--- src/rtl/fdip_pkg.sv ---
// Shared types, constants and helpers of the fetch-directed prefetcher.
// No dependencies.
package fdip_pkg;

    localparam int DEF_QUEUE_DEPTH  = 128;
    localparam int DEF_RECENT_DEPTH = 4;
    localparam int DEF_LOG2_LINE    = 6;
    localparam logic [7:0] MSHR_ENTRIES_RESET = 8'd8;

    // request kinds as they arrive on req_type
    typedef enum logic [1:0] {
        REQ_BRANCH = 2'd0,
        REQ_ACCESS = 2'd1,
        REQ_TICK   = 2'd2,
        REQ_NONE   = 2'd3
    } req_kind_t;

    // back-end sequencer states
    typedef enum logic [2:0] {
        B_IDLE,
        B_DISP,
        B_SCAN,
        B_TICK,
        B_HEAD,
        B_FIN
    } back_state_t;

    // classified command word handed from front to back
    typedef struct packed {
        req_kind_t   kind;
        logic [63:0] target;    // raw address
        logic [63:0] line;      // branch line, or next line for an access
        logic        room;      // MSHR under half full
        logic        miss;
        logic        head_hit;
        logic [31:0] meta;
    } cmd_t;

    function automatic logic [63:0] line_of(input logic [63:0] a, input int lg);
        line_of = a & ~((64'd1 << lg) - 64'd1);
    endfunction

endpackage

--- src/rtl/fdip_front.sv ---
// Front end: config register, request classification and a two-word command queue.
// Depends on fdip_pkg.
module fdip_front #(
    parameter int LOG2_LINE = fdip_pkg::DEF_LOG2_LINE
) (
    input  logic             clk,
    input  logic             rst_n,
    input  logic             cfg_valid,
    output logic             cfg_ready,
    input  logic [7:0]       mshr_entries,
    input  logic             req_valid,
    output logic             req_stall,
    input  logic [1:0]       req_type,
    input  logic [63:0]      addr,
    input  logic             access_hit,
    input  logic [7:0]       mshr_occupancy,
    input  logic             head_in_cache,
    input  logic [31:0]      metadata,
    output logic             cmd_valid,
    output fdip_pkg::cmd_t   cmd,
    input  logic             cmd_pop
);
    import fdip_pkg::*;

    logic [7:0] mshr_entries_reg;
    cmd_t       fifo_reg [2];
    logic       wptr_reg, rptr_reg;
    logic [1:0] cnt_reg;
    cmd_t       cls;
    logic       push;

    assign cfg_ready = 1'b1;

    // config register
    always_ff @(posedge clk or negedge rst_n)
    begin
        if (!rst_n)
        begin
            mshr_entries_reg <= MSHR_ENTRIES_RESET;
        end
        else if (cfg_valid)
        begin
            mshr_entries_reg <= mshr_entries;
        end
    end

    // classify the incoming request
    always_comb
    begin
        cls.kind     = req_kind_t'(req_type);
        cls.target   = addr;
        cls.line     = (req_type == REQ_ACCESS)
                     ? line_of(addr, LOG2_LINE) + (64'd1 << LOG2_LINE)
                     : line_of(addr, LOG2_LINE);
        cls.room     = mshr_occupancy < {1'b0, mshr_entries_reg[7:1]};
        cls.miss     = !access_hit;
        cls.head_hit = head_in_cache;
        cls.meta     = metadata;
    end

    assign req_stall = cnt_reg[1];
    assign push      = req_valid && !req_stall;
    assign cmd_valid = cnt_reg != 2'd0;
    assign cmd       = fifo_reg[rptr_reg];

    // command queue pointers
    always_ff @(posedge clk or negedge rst_n)
    begin
        if (!rst_n)
        begin
            wptr_reg <= 1'b0;
            rptr_reg <= 1'b0;
            cnt_reg  <= 2'd0;
        end
        else
        begin
            if (push)
            begin
                wptr_reg <= !wptr_reg;
            end
            if (cmd_pop)
            begin
                rptr_reg <= !rptr_reg;
            end
            cnt_reg <= cnt_reg + 2'(push) - 2'(cmd_pop);
        end
    end

    // command queue storage
    always_ff @(posedge clk)
    begin
        if (push)
        begin
            fifo_reg[wptr_reg] <= cls;
        end
    end

endmodule

--- config.mk ---
export PLATFORM = sky130hd
export DESIGN_NAME = fdip_front
export DESIGN_NICKNAME = d
export VERILOG_FILES = /design/src/rtl/fdip_pkg.sv /design/src/rtl/fdip_front.sv
export SDC_FILE = /design/constraint.sdc
export NUM_CORES = 1
export LEC_CHECK = 0
export BUFFER_PORTS_ARGS = -buffer_cell sky130_fd_sc_hd__buf_2
export CORE_MARGIN = 3
export CORE_UTILIZATION = 54
export DETAILED_ROUTE_END_ITERATION = 8
export PLACE_DENSITY = 0.79
export RECOVER_POWER = 100
export SLEW_MARGIN = 5
export SYNTH_ARGS = -nofsm -noshare
export SYNTH_HDL_FRONTEND = slang
export SYNTH_SLANG_ARGS = --single-unit
--- constraint.sdc ---
create_clock -name clk -period 10.85 [get_ports clk]
set_input_delay 2.17 -clock clk [delete_from_list [all_inputs] [get_ports clk]]
set_output_delay 2.17 -clock clk [all_outputs]
set_load 0.01 [all_outputs]
# --- After elaboration in Yosys (flattened, before gate mapping) ---
# Memory sizes are Yosys's and may differ from the RTL's.
# Index checks and enable logic that the tools add are counted.
classes:
  n_reduce_logical: 6
  n_lt_le_gt_ge: 1
  addsub: 3
  eq_ne: 1
  n_mux: 3
ops:
  columns: ["operator", "n"]
  rows:
  - ["$add 64x7->64 const B", 1]
  - ["$mux 64", 1]
  - ["$lt 8x7->1", 1]
  - ["$logic_not 1->1", 4]
  - ["$add 2x1->2", 1]
  - ["$eq 2x1->1 const B", 1]
  - ["$mux 1", 2]
  - ["$reduce_bool 2->1", 1]
  - ["$sub 2x1->2", 1]
  - ["$logic_and 1x1->1", 1]
totals:
  in_bits: 121
  ramBits: 330
  wordCells: 19
  mem_count: 1
  out_inout_bits: 168
  reg_bits: 12
memory_table:
  columns: ["memory", "depth", "word_bits", "read_ports", "rd_ports_with_merged_regs", "wr", "line", "text"]
  rows:
  - ["fifo_reg", 2, 165, 1, 0, 1, "fdip_front.sv:26", "cmd_t fifo_reg [2];"]

# --- Logic depth before layout (Yosys ltp) ---
# Gate-level depths: netlist (run 1).
logic_depth:
  depth_word: 4
  depth_mapped: 7
  mapped_depth_nobuf: 6

# --- Worst setup path after synthesis (run 1) ---
# Ideal clock, no wire load.
synth_timing:
  path_kind: "input-to-reg"
  startpoint: "in req_valid"
  endpoint: "mem fifo_reg[0][0] in the netlist's numbering, enable pin"
  n_path_buf: 0
  arrival_time_ps: 8889
  path_slack_ps: 1281
  setup_time_ps: 680
  path_stages: 2
  t_required_ps: 10170
  cell_sequence: "nand2b_1 > nor2_1"
synth_via:
  elab_chain_len: 3
synth_lines:
  columns: ["element", "line", "text"]
  rows:
  - ["start: declaration", "fdip_front.sv:11", "input logic req_valid,"]
  - ["$logic_and 1x1->1", "fdip_front.sv:62", "assign push = req_valid && !req_stall;"]
  - ["$mux 1", "fdip_front.sv:92", "if (push)"]
  - ["$mux 1 (not written as such)", "fdip_front.sv:94", "fifo_reg[wptr_reg] <= cls;"]
  - ["end: declaration", "fdip_front.sv:26", null]
# No other way between the ends.

==> results of run 1 <==
final cells by class:
type | count | share of cell area [%]
timing repair buffer | 286 | 7.19
inverter | 17 | 0.405
sequential | 329 | 62.3
multi-input combinational | 373 | 20.4
tap | 319 | 2.53
clock buffer | 40 | 5.95
clock inverter | 23 | 1.16
placed cells by master, fill, tap and decap left out, types with 8 or more instances in the layout:
cell type                   Yosys  layout
sky130_fd_sc_hd__xnor2_1       25      25
sky130_fd_sc_hd__ha_1           9       9
sky130_fd_sc_hd__inv_1         17      17
sky130_fd_sc_hd__nand4_1       12      12
sky130_fd_sc_hd__mux2_1         0       8
sky130_fd_sc_hd__clkbuf_1      20     241
sky130_fd_sc_hd__mux2_2       161     153
sky130_fd_sc_hd__nor2_1        15      15
sky130_fd_sc_hd__nand2_1       25      25
sky130_fd_sc_hd__nor4_1         7       8
sky130_fd_sc_hd__and3_1        10      10
sky130_fd_sc_hd__nor3_1        17      19
sky130_fd_sc_hd__buf_2          2      48
sky130_fd_sc_hd__clkbuf_16      0      37
sky130_fd_sc_hd__clkinv_1       0      12
sky130_fd_sc_hd__nand3_1       15      16
sky130_fd_sc_hd__edfxtp_1     318     318
sky130_fd_sc_hd__dfrtp_1       10      10
sky130_fd_sc_hd__xor2_1        36      36
worst reg2reg max path, stage by stage (launching register included):
cell,delay [ps]
sky130_fd_sc_hd__dfrtp_1,420
sky130_fd_sc_hd__nand2b_1,250
sky130_fd_sc_hd__nor2_1,1070
sky130_fd_sc_hd__clkbuf_1,3110
power by group through the flow:
stage / clock [mW] / sequential (mW) / combinational (mW)
2_1_floorplan: 0 / 1.78 / 0.681
3_3_place_gp: 0 / 1.74 / 1.08
3_5_place_dp: 0 / 1.75 / 1.08
4_1_cts: 1.17 / 1.73 / 1.09
5_1_grt: 1.23 / 1.77 / 1.14
6_report: 1.15 / 1.75 / 1.05
metal layers:
metal	up-vias	GRT usage [%]	wire (um)
met5	-	0	0
met4	0	4.58	478
met3	38	5.90	2160
met2	263	32.6	13100
met1	3639	24.9	10700
li1	3438	-	-
synthesized netlist by cell type (9+ instances only):
| library cell | number |
|---|---|
| sky130_fd_sc_hd__mux2_2 | 161 |
| sky130_fd_sc_hd__nor2_1 | 15 |
| sky130_fd_sc_hd__and3_1 | 10 |
| sky130_fd_sc_hd__dfrtp_1 | 10 |
| sky130_fd_sc_hd__nand4_1 | 12 |
| sky130_fd_sc_hd__nand3_1 | 15 |
| sky130_fd_sc_hd__nor3_1 | 17 |
| sky130_fd_sc_hd__ha_1 | 9 |
| sky130_fd_sc_hd__inv_1 | 17 |
| sky130_fd_sc_hd__xnor2_1 | 25 |
| sky130_fd_sc_hd__edfxtp_1 | 318 |
| sky130_fd_sc_hd__nand2_1 | 25 |
| sky130_fd_sc_hd__clkbuf_1 | 20 |
| sky130_fd_sc_hd__xor2_1 | 36 |
kinds of logic (layout without fill, tap and decap cells):
family,Yosys count,in the layout,synth area share [%]
other cells,2,7,0.0566
mux,161,161,13.7
flops,329,329,74.0
xor+xnor,61,61,4.02
simple gates,123,123,5.16
fa+ha+maj,9,9,0.848
compound gates,12,12,0.547
buf+inv,48,366,1.69
through the flow:
| step | instance area (um^2) | hold slack, ps | util [%] | setup WS [ps] | instances |
|---|---|---|---|---|---|
| 5_1_grt | 15800 | 522 | 66.2 | 3130 | 1387 |
| 3_5_place_dp | 15000 | 495 | 63.0 | 5900 | 1324 |
| 6_report | 15800 | 502 | 66.2 | 3530 | 1387 |
| 4_1_cts | 16100 | 507 | 67.7 | 6140 | 1387 |
| 2_1_floorplan | 13300 | 468 | - | 1280 | 750 |
| 3_3_place_gp | 15000 | 483 | 63.0 | 5950 | 1324 |
how the worst max path moves through the flow:
stage,end,slack (ps),cells after the start
floorplan,fifo_reg[0][0]$_DFFE_PP_,1280,2
global placement,fifo_reg[0][87]$_DFFE_PP_,5950,7
detailed placement,fifo_reg[0][87]$_DFFE_PP_,5900,7
CTS,cmd[6],6140,3
global route,cmd[91],3130,3
finish,cmd[91],3530,3
==> out/summary.txt, run 1 <==
==========================================================================================
Total of fill cells in the finished design                                            1759
Layout Skew                                                                        5.16 ps
Pin count of the biggest net entering global routing                                    76
Clock latency on the worst-skew pair                                                500 ps
Crit Path Category                                                                 reg2out
Combinational share of power                                                         26.6%
First-pass DRT Iterations                                                                5
Core footprint                                                                  23800 um^2
Max reg flops                                                                          318
EDFF count, synth                                                                      318
Starting density of the core                                                         55.7%
Post-route total power                                                             3.94 mW
Post-CTS setup buffer count                                                              0
Most frequently used flop master after synthesis                              sky130_fd_sc_hd__edfxtp_1
Cell Chain, Critical Path                                                     clkbuf_1 > mux2_2 > clkbuf_1
Depth of the worst hold-timing path                                                      1
GR Util All Layers                                                                   19.4%
Critical path data required time                                                   8680 ps
Fin. max-slew vios                                                                     442
Portion of synthesized cell area occupied by the leading cell type                   71.9%
Worst reg-to-reg setup slack                                                       5410 ps
Cell count of the worst reg-to-reg path                                                  3
Sequential area share after synthesis                                                74.0%
DRC violation total after the first TritonRoute iteration                              488
Wire length reported by the detailed router                                       26400 um
Sequential Power Share                                                               44.4%
Crit Reg-Reg Endpoint                                                         fifo_reg[1][73]$_DFFE_PP_
Max transition margin                                                                -188%
Net switching power figure                                                         1.12 mW
Delay of the slowest cell on the worst path                                        3020 ps
Clock edge transition at the registers on the reported setup and hold paths          60 ps
Top cells by area in the synthesized netlist                                  sky130_fd_sc_hd__edfxtp_1 (72%), sky130_fd_sc_hd__mux2_2 (14%), sky130_fd_sc_hd__xor2_1 (2.4%)
Area of the multi-input gates                                                    3220 um^2
Detailed-placement wirelength estimate                                            17400 um
Run status                                                                    complete, but fails checks
Switching power share of the total                                                   28.3%
Final setup violation count                                                              0
Slowest cell on the critical path                                             sky130_fd_sc_hd__clkbuf_1
Final Critical Period                                                              7320 ps
Crit path buffers/inverters                                                              2
Worst-path fanout max                                                                   73
Via density                                                                           5.32
Leakage power total                                                                5.33 nW
Post-cts sizing count                                                                    0
Pin slew with the least headroom to its limit                                      4320 ps
Nature of the critical path startpoint                                            register
Part of the cycle the worst path needs                                               67.5%
Overflow left after global routing                                                       0
Die Span Y                                                                          163 um
CP arrival                                                                         5150 ps
Start point of the worst hold path                                            cnt_reg[0]$_DFF_PN0_
Endpoint type of the worst setup path                                         primary output
Worst min path class                                                               reg2reg
Synth async-reset ratio                                                              3.34%
CP dominant cell by count                                                     sky130_fd_sc_hd__clkbuf_1
Top Ports                                                                              289
Die width                                                                           163 um
Launch point of the worst path                                                rptr_reg$_DFFE_PN0P_
Count of unresolved DRC violations after routing                                         0
Final GP Congestion                                                                  0.762
Max cap viols                                                                            6
Syn avg cell area                                                                17.8 um^2
Delay-heaviest family, CP                                                     buffers and inverters
Dominant cell type by area after synthesis                                    sky130_fd_sc_hd__edfxtp_1
Library cells used by synthesis                                                         37
Via count                                                                             7378
TritonCTS Sinks                                                                        329
Footprint of the flip-flops and latches                                          9830 um^2
Relative area change from synthesis to final layout                                  18.7%
Residual antenna-violating net count after detailed routing                              0
Routed length per instance                                                         19.1 um
Via count of the first global-routing pass                                            7379
Violated checks                                                               max-capacitance violations, max-slew violations
Share of final-layout standard cells stronger than drive strength 1                  23.9%
TritonCTS clock tree                                                                   yes
Synth warn                                                                               0
Cell-internal power                                                                2.83 mW
Antenna diode count                                                                      0
RSZ-0062 raised after global routing                                                    no
Register bit count reported by yosys                                                   329
Power per cell area                                                            250 nW/um^2
H-tree lvl count                                                                         2
Peak clock frequency supported by timing                                           137 MHz
VDD IR max                                                                        0.166 mV
Number of cells produced by synthesis                                                  745
Number of antenna violations at the first check in global routing                        0
Global-route wire length before repair                                            40200 um
Relative contribution of the clock network to total power                            29.0%
Number of buffers created by CTS                                                        35
Clock tree root driver cell                                                   sky130_fd_sc_hd__clkbuf_16
Final count of hold timing violations                                                    0
Fin Setup TNS                                                                         0 ps
Worst Hold End                                                                cnt_reg[0]$_DFF_PN0_
Syn Std Cell Area                                                               13300 um^2
Hold_buf cts                                                                             0
Net count of the finished layout                                                      1172
Count of buffers inserted at the top-level ports                                       280
Die Outline Area                                                                26500 um^2
Number of buffers on the longest clock path                                              3
Total number of placement rows                                                          56
Startpoint of the most critical register-to-register path                     cnt_reg[1]$_DFF_PN0_
==========================================================================================
(Power assumes the default switching activity.)
==> run 2, diff against run 1 <==
Clock period 10.85 ns to 6.8 ns, I/O delays scaled along.
==> run 2 against run 1 <==
The flow still finishes with violations (max-capacitance violations, max-slew violations). Cell count is the same. Sequential power grew 58%. Combinational power up 53%. First-iteration DRC count decreased by 11%. Power is 58% higher. Clock power up 59%. Sequential share of layout area fell by 0.12 points. Largest cell class unchanged. Largest power group unchanged. Highest routed layer unchanged.
==> out/summary.txt, run 2 (synthesis gave the netlist of run 1 again) <==
==========================================================================================
Run status                                                                    complete, but fails checks   unchanged
Violated checks                                                               max-capacitance violations, max-slew violations   unchanged
Post-CTS setup buffer count                                                              0   unchanged
VDD IR max                                                                        0.250 mV   was 0.166 mV
TritonCTS Sinks                                                                        329   unchanged
RSZ-0062 raised after global routing                                                    no   unchanged
Power per cell area                                                            394 nW/um^2   was 250 nW/um^2
Overflow left after global routing                                                       0   unchanged
Max transition margin                                                               -96.6%   was -188%
Share of final-layout standard cells stronger than drive strength 1                  25.1%   was 23.9%
Via density                                                                           5.32   about the same
Number of buffers on the longest clock path                                              3   unchanged
Critical path data required time                                                   5440 ps   was 8680 ps
Max cap viols                                                                            5   was 6
Relative contribution of the clock network to total power                            29.4%   was 29.0%
Startpoint of the most critical register-to-register path                     cnt_reg[1]$_DFF_PN0_   unchanged
Worst reg-to-reg setup slack                                                       2680 ps   was 5410 ps
Total of fill cells in the finished design                                            1775   was 1759
Worst min path class                                                               reg2reg   unchanged
Number of buffers created by CTS                                                        34   was 35
Last element of the critical path                                                 cmd[154]   was cmd[91]
Count of buffers inserted at the top-level ports                                       280   unchanged
Residual antenna-violating net count after detailed routing                              0   unchanged
Die Outline Area                                                                26500 um^2   unchanged
Switching power share of the total                                                   28.9%   was 28.3%
Die width                                                                           163 um   unchanged
Combinational share of power                                                         25.9%   was 26.6%
Footprint of the flip-flops and latches                                          9830 um^2   unchanged
H-tree lvl count                                                                         2   unchanged
Global-route wire length before repair                                            41600 um   was 40200 um
Layout Skew                                                                        8.06 ps   was 5.16 ps
Final Critical Period                                                              4890 ps
Leakage power total                                                                5.36 nW   was 5.33 nW
Top Ports                                                                              289   unchanged
Via count                                                                             7373   was 7378
Area of the multi-input gates                                                    3230 um^2   was 3220 um^2
Worst-path fanout max                                                                   60   was 73
Pin slew with the least headroom to its limit                                      2950 ps   was 4320 ps
Hold_buf cts                                                                             0   unchanged
TritonCTS clock tree                                                                   yes   unchanged
Number of antenna violations at the first check in global routing                        0   unchanged
Launch point of the worst path                                                rptr_reg$_DFFE_PN0P_   unchanged
Post-route cell area                                                            15800 um^2   about the same
Count of unresolved DRC violations after routing                                         0   unchanged
Most common library cell in the layout ignoring fill and taps                 sky130_fd_sc_hd__edfxtp_1   unchanged
Cell count of the worst reg-to-reg path                                                  4   was 3
Sequential Power Share                                                               44.6%   was 44.4%
First-pass DRT Iterations                                                                5   unchanged
Clock tree root driver cell                                                   sky130_fd_sc_hd__clkbuf_16   unchanged
Fin. max-slew vios                                                                     214   was 442
Final setup violation count                                                              0   unchanged
Detailed-placement wirelength estimate                                            17900 um   was 17400 um
Die Span Y                                                                          163 um   unchanged
Starting density of the core                                                         55.7%   unchanged
Final GP Congestion                                                                  0.758   was 0.762
Antenna diode count                                                                      0   unchanged
Total number of placement rows                                                          56   unchanged
Wire length reported by the detailed router                                       27100 um   was 26400 um
Endpoint type of the worst setup path                                         primary output   unchanged
Nature of the critical path startpoint                                            register   unchanged
Net count of the finished layout                                                      1173   was 1172
Crit Path Category                                                                 reg2out   unchanged
Net switching power figure                                                         1.79 mW   was 1.12 mW
GR Util All Layers                                                                   20.0%   was 19.4%
Pin count of the biggest net entering global routing                                    77   was 76
Fin Setup TNS                                                                         0 ps   unchanged
Via count of the first global-routing pass                                            7726   was 7379
Clock latency on the worst-skew pair                                                500 ps   about the same
Highest-count cells in the layout ignoring fill and taps                      sky130_fd_sc_hd__edfxtp_1 (318), sky130_fd_sc_hd__clkbuf_1 (237), sky130_fd_sc_hd__mux2_2 (154)   was sky130_fd_sc_hd__edfxtp_1 (318), sky130_fd_sc_hd__clkbuf_1 (241), sky130_fd_sc_hd__mux2_2 (153)
Final count of hold timing violations                                                    0   unchanged
Non-filler instance count after layout                                                1387   unchanged
Clock edge transition at the registers on the reported setup and hold paths          60 ps   about the same
Part of the cycle the worst path needs                                               71.9%
Max reg flops                                                                          318   unchanged
Routed length per instance                                                         19.6 um   was 19.1 um
Total placed instance area                                                      15000 um^2   about the same
Cell-internal power                                                                4.42 mW   was 2.83 mW
Relative area change from synthesis to final layout                                  19.0%   was 18.7%
Peak clock frequency supported by timing                                           204 MHz
CP arrival                                                                         3530 ps   was 5150 ps
Core footprint                                                                  23800 um^2   unchanged
DRC violation total after the first TritonRoute iteration                              436   was 488
Post-cts sizing count                                                                    0   unchanged
Placed insts                                                                          1326   was 1324
Crit Reg-Reg Endpoint                                                         fifo_reg[0][65]$_DFFE_PP_   was fifo_reg[1][73]$_DFFE_PP_
==========================================================================================
-- run 2: changes by cell type in the layout (fill, tap and decap cells not counted), sizes merged --
cell      previous run  this run
inv                 17        18
clkinvlp             0         1
buf                 48        57
clkbuf             278       275
clkinv              20        12
-- run 2: worst min-delay path by stage --
stage	from	end	slack [ps]	cells past startpoint
6_report	mshr_entries_reg[3]$_DFFE_PN1P_	mshr_entries_reg[3]$_DFFE_PN1P_	530	2
4_1_cts	mshr_entries_reg[1]$_DFFE_PN0P_	mshr_entries_reg[1]$_DFFE_PN0P_	530	1
2_1_floorplan	wptr_reg$_DFFE_PN0P_	wptr_reg$_DFFE_PN0P_	470	1
3_3_place_gp	cnt_reg[0]$_DFF_PN0_	cnt_reg[0]$_DFF_PN0_	480	1
5_1_grt	mshr_entries_reg[1]$_DFFE_PN0P_	mshr_entries_reg[1]$_DFFE_PN0P_	550	1
3_5_place_dp	mshr_entries_reg[1]$_DFFE_PN0P_	mshr_entries_reg[1]$_DFFE_PN0P_	520	1
-- run 2: critical path, cell delays in order (launching register included) --
cell,delay (ps)
sky130_fd_sc_hd__dfrtp_1,1070
sky130_fd_sc_hd__clkbuf_2,1290
sky130_fd_sc_hd__mux2_2,440
sky130_fd_sc_hd__clkbuf_1,160
-- run 2: power groups by stage --
stage               sequential, mW  combinational [mW]  clock [mW]
floorplan                     2.85                1.09           0
global placement              2.78                1.72           0
detailed placement            2.81                1.73           0
CTS                           2.77                1.74        1.87
global route                  2.81                1.74        1.96
finish                        2.77                1.61        1.83
-- run 2: stage by stage --
stage | util [%] | hold slack [ps] | setup WS [ps] | power (mW)
6_report | 66.3 | 526 | 1910 | 6.21
5_1_grt | 66.3 | 550 | 1670 | 6.51
4_1_cts | 67.7 | 529 | 2760 | 6.38
3_5_place_dp | 63.0 | 517 | 2690 | 4.53
3_3_place_gp | 63.0 | 482 | 2730 | 4.50
2_1_floorplan | - | 468 | -1960 | 3.93
-- run 2: cell type report --
class	instances	share of cell area, %
tap	319	2.53
clock inverter	17	1.02
timing repair buffer	288	7.36
inverter	17	0.404
sequential	329	62.2
multi-input combinational	373	20.4
clock buffer	44	6.03
-- run 2: layer usage --
metal	vias to the layer above	wire length, um	track usage (%)
met5	-	0	0
met4	0	467	5.69
met3	40	2190	5.39
met2	251	13500	34.4
met1	3641	11000	25.2
li1	3441	-	-
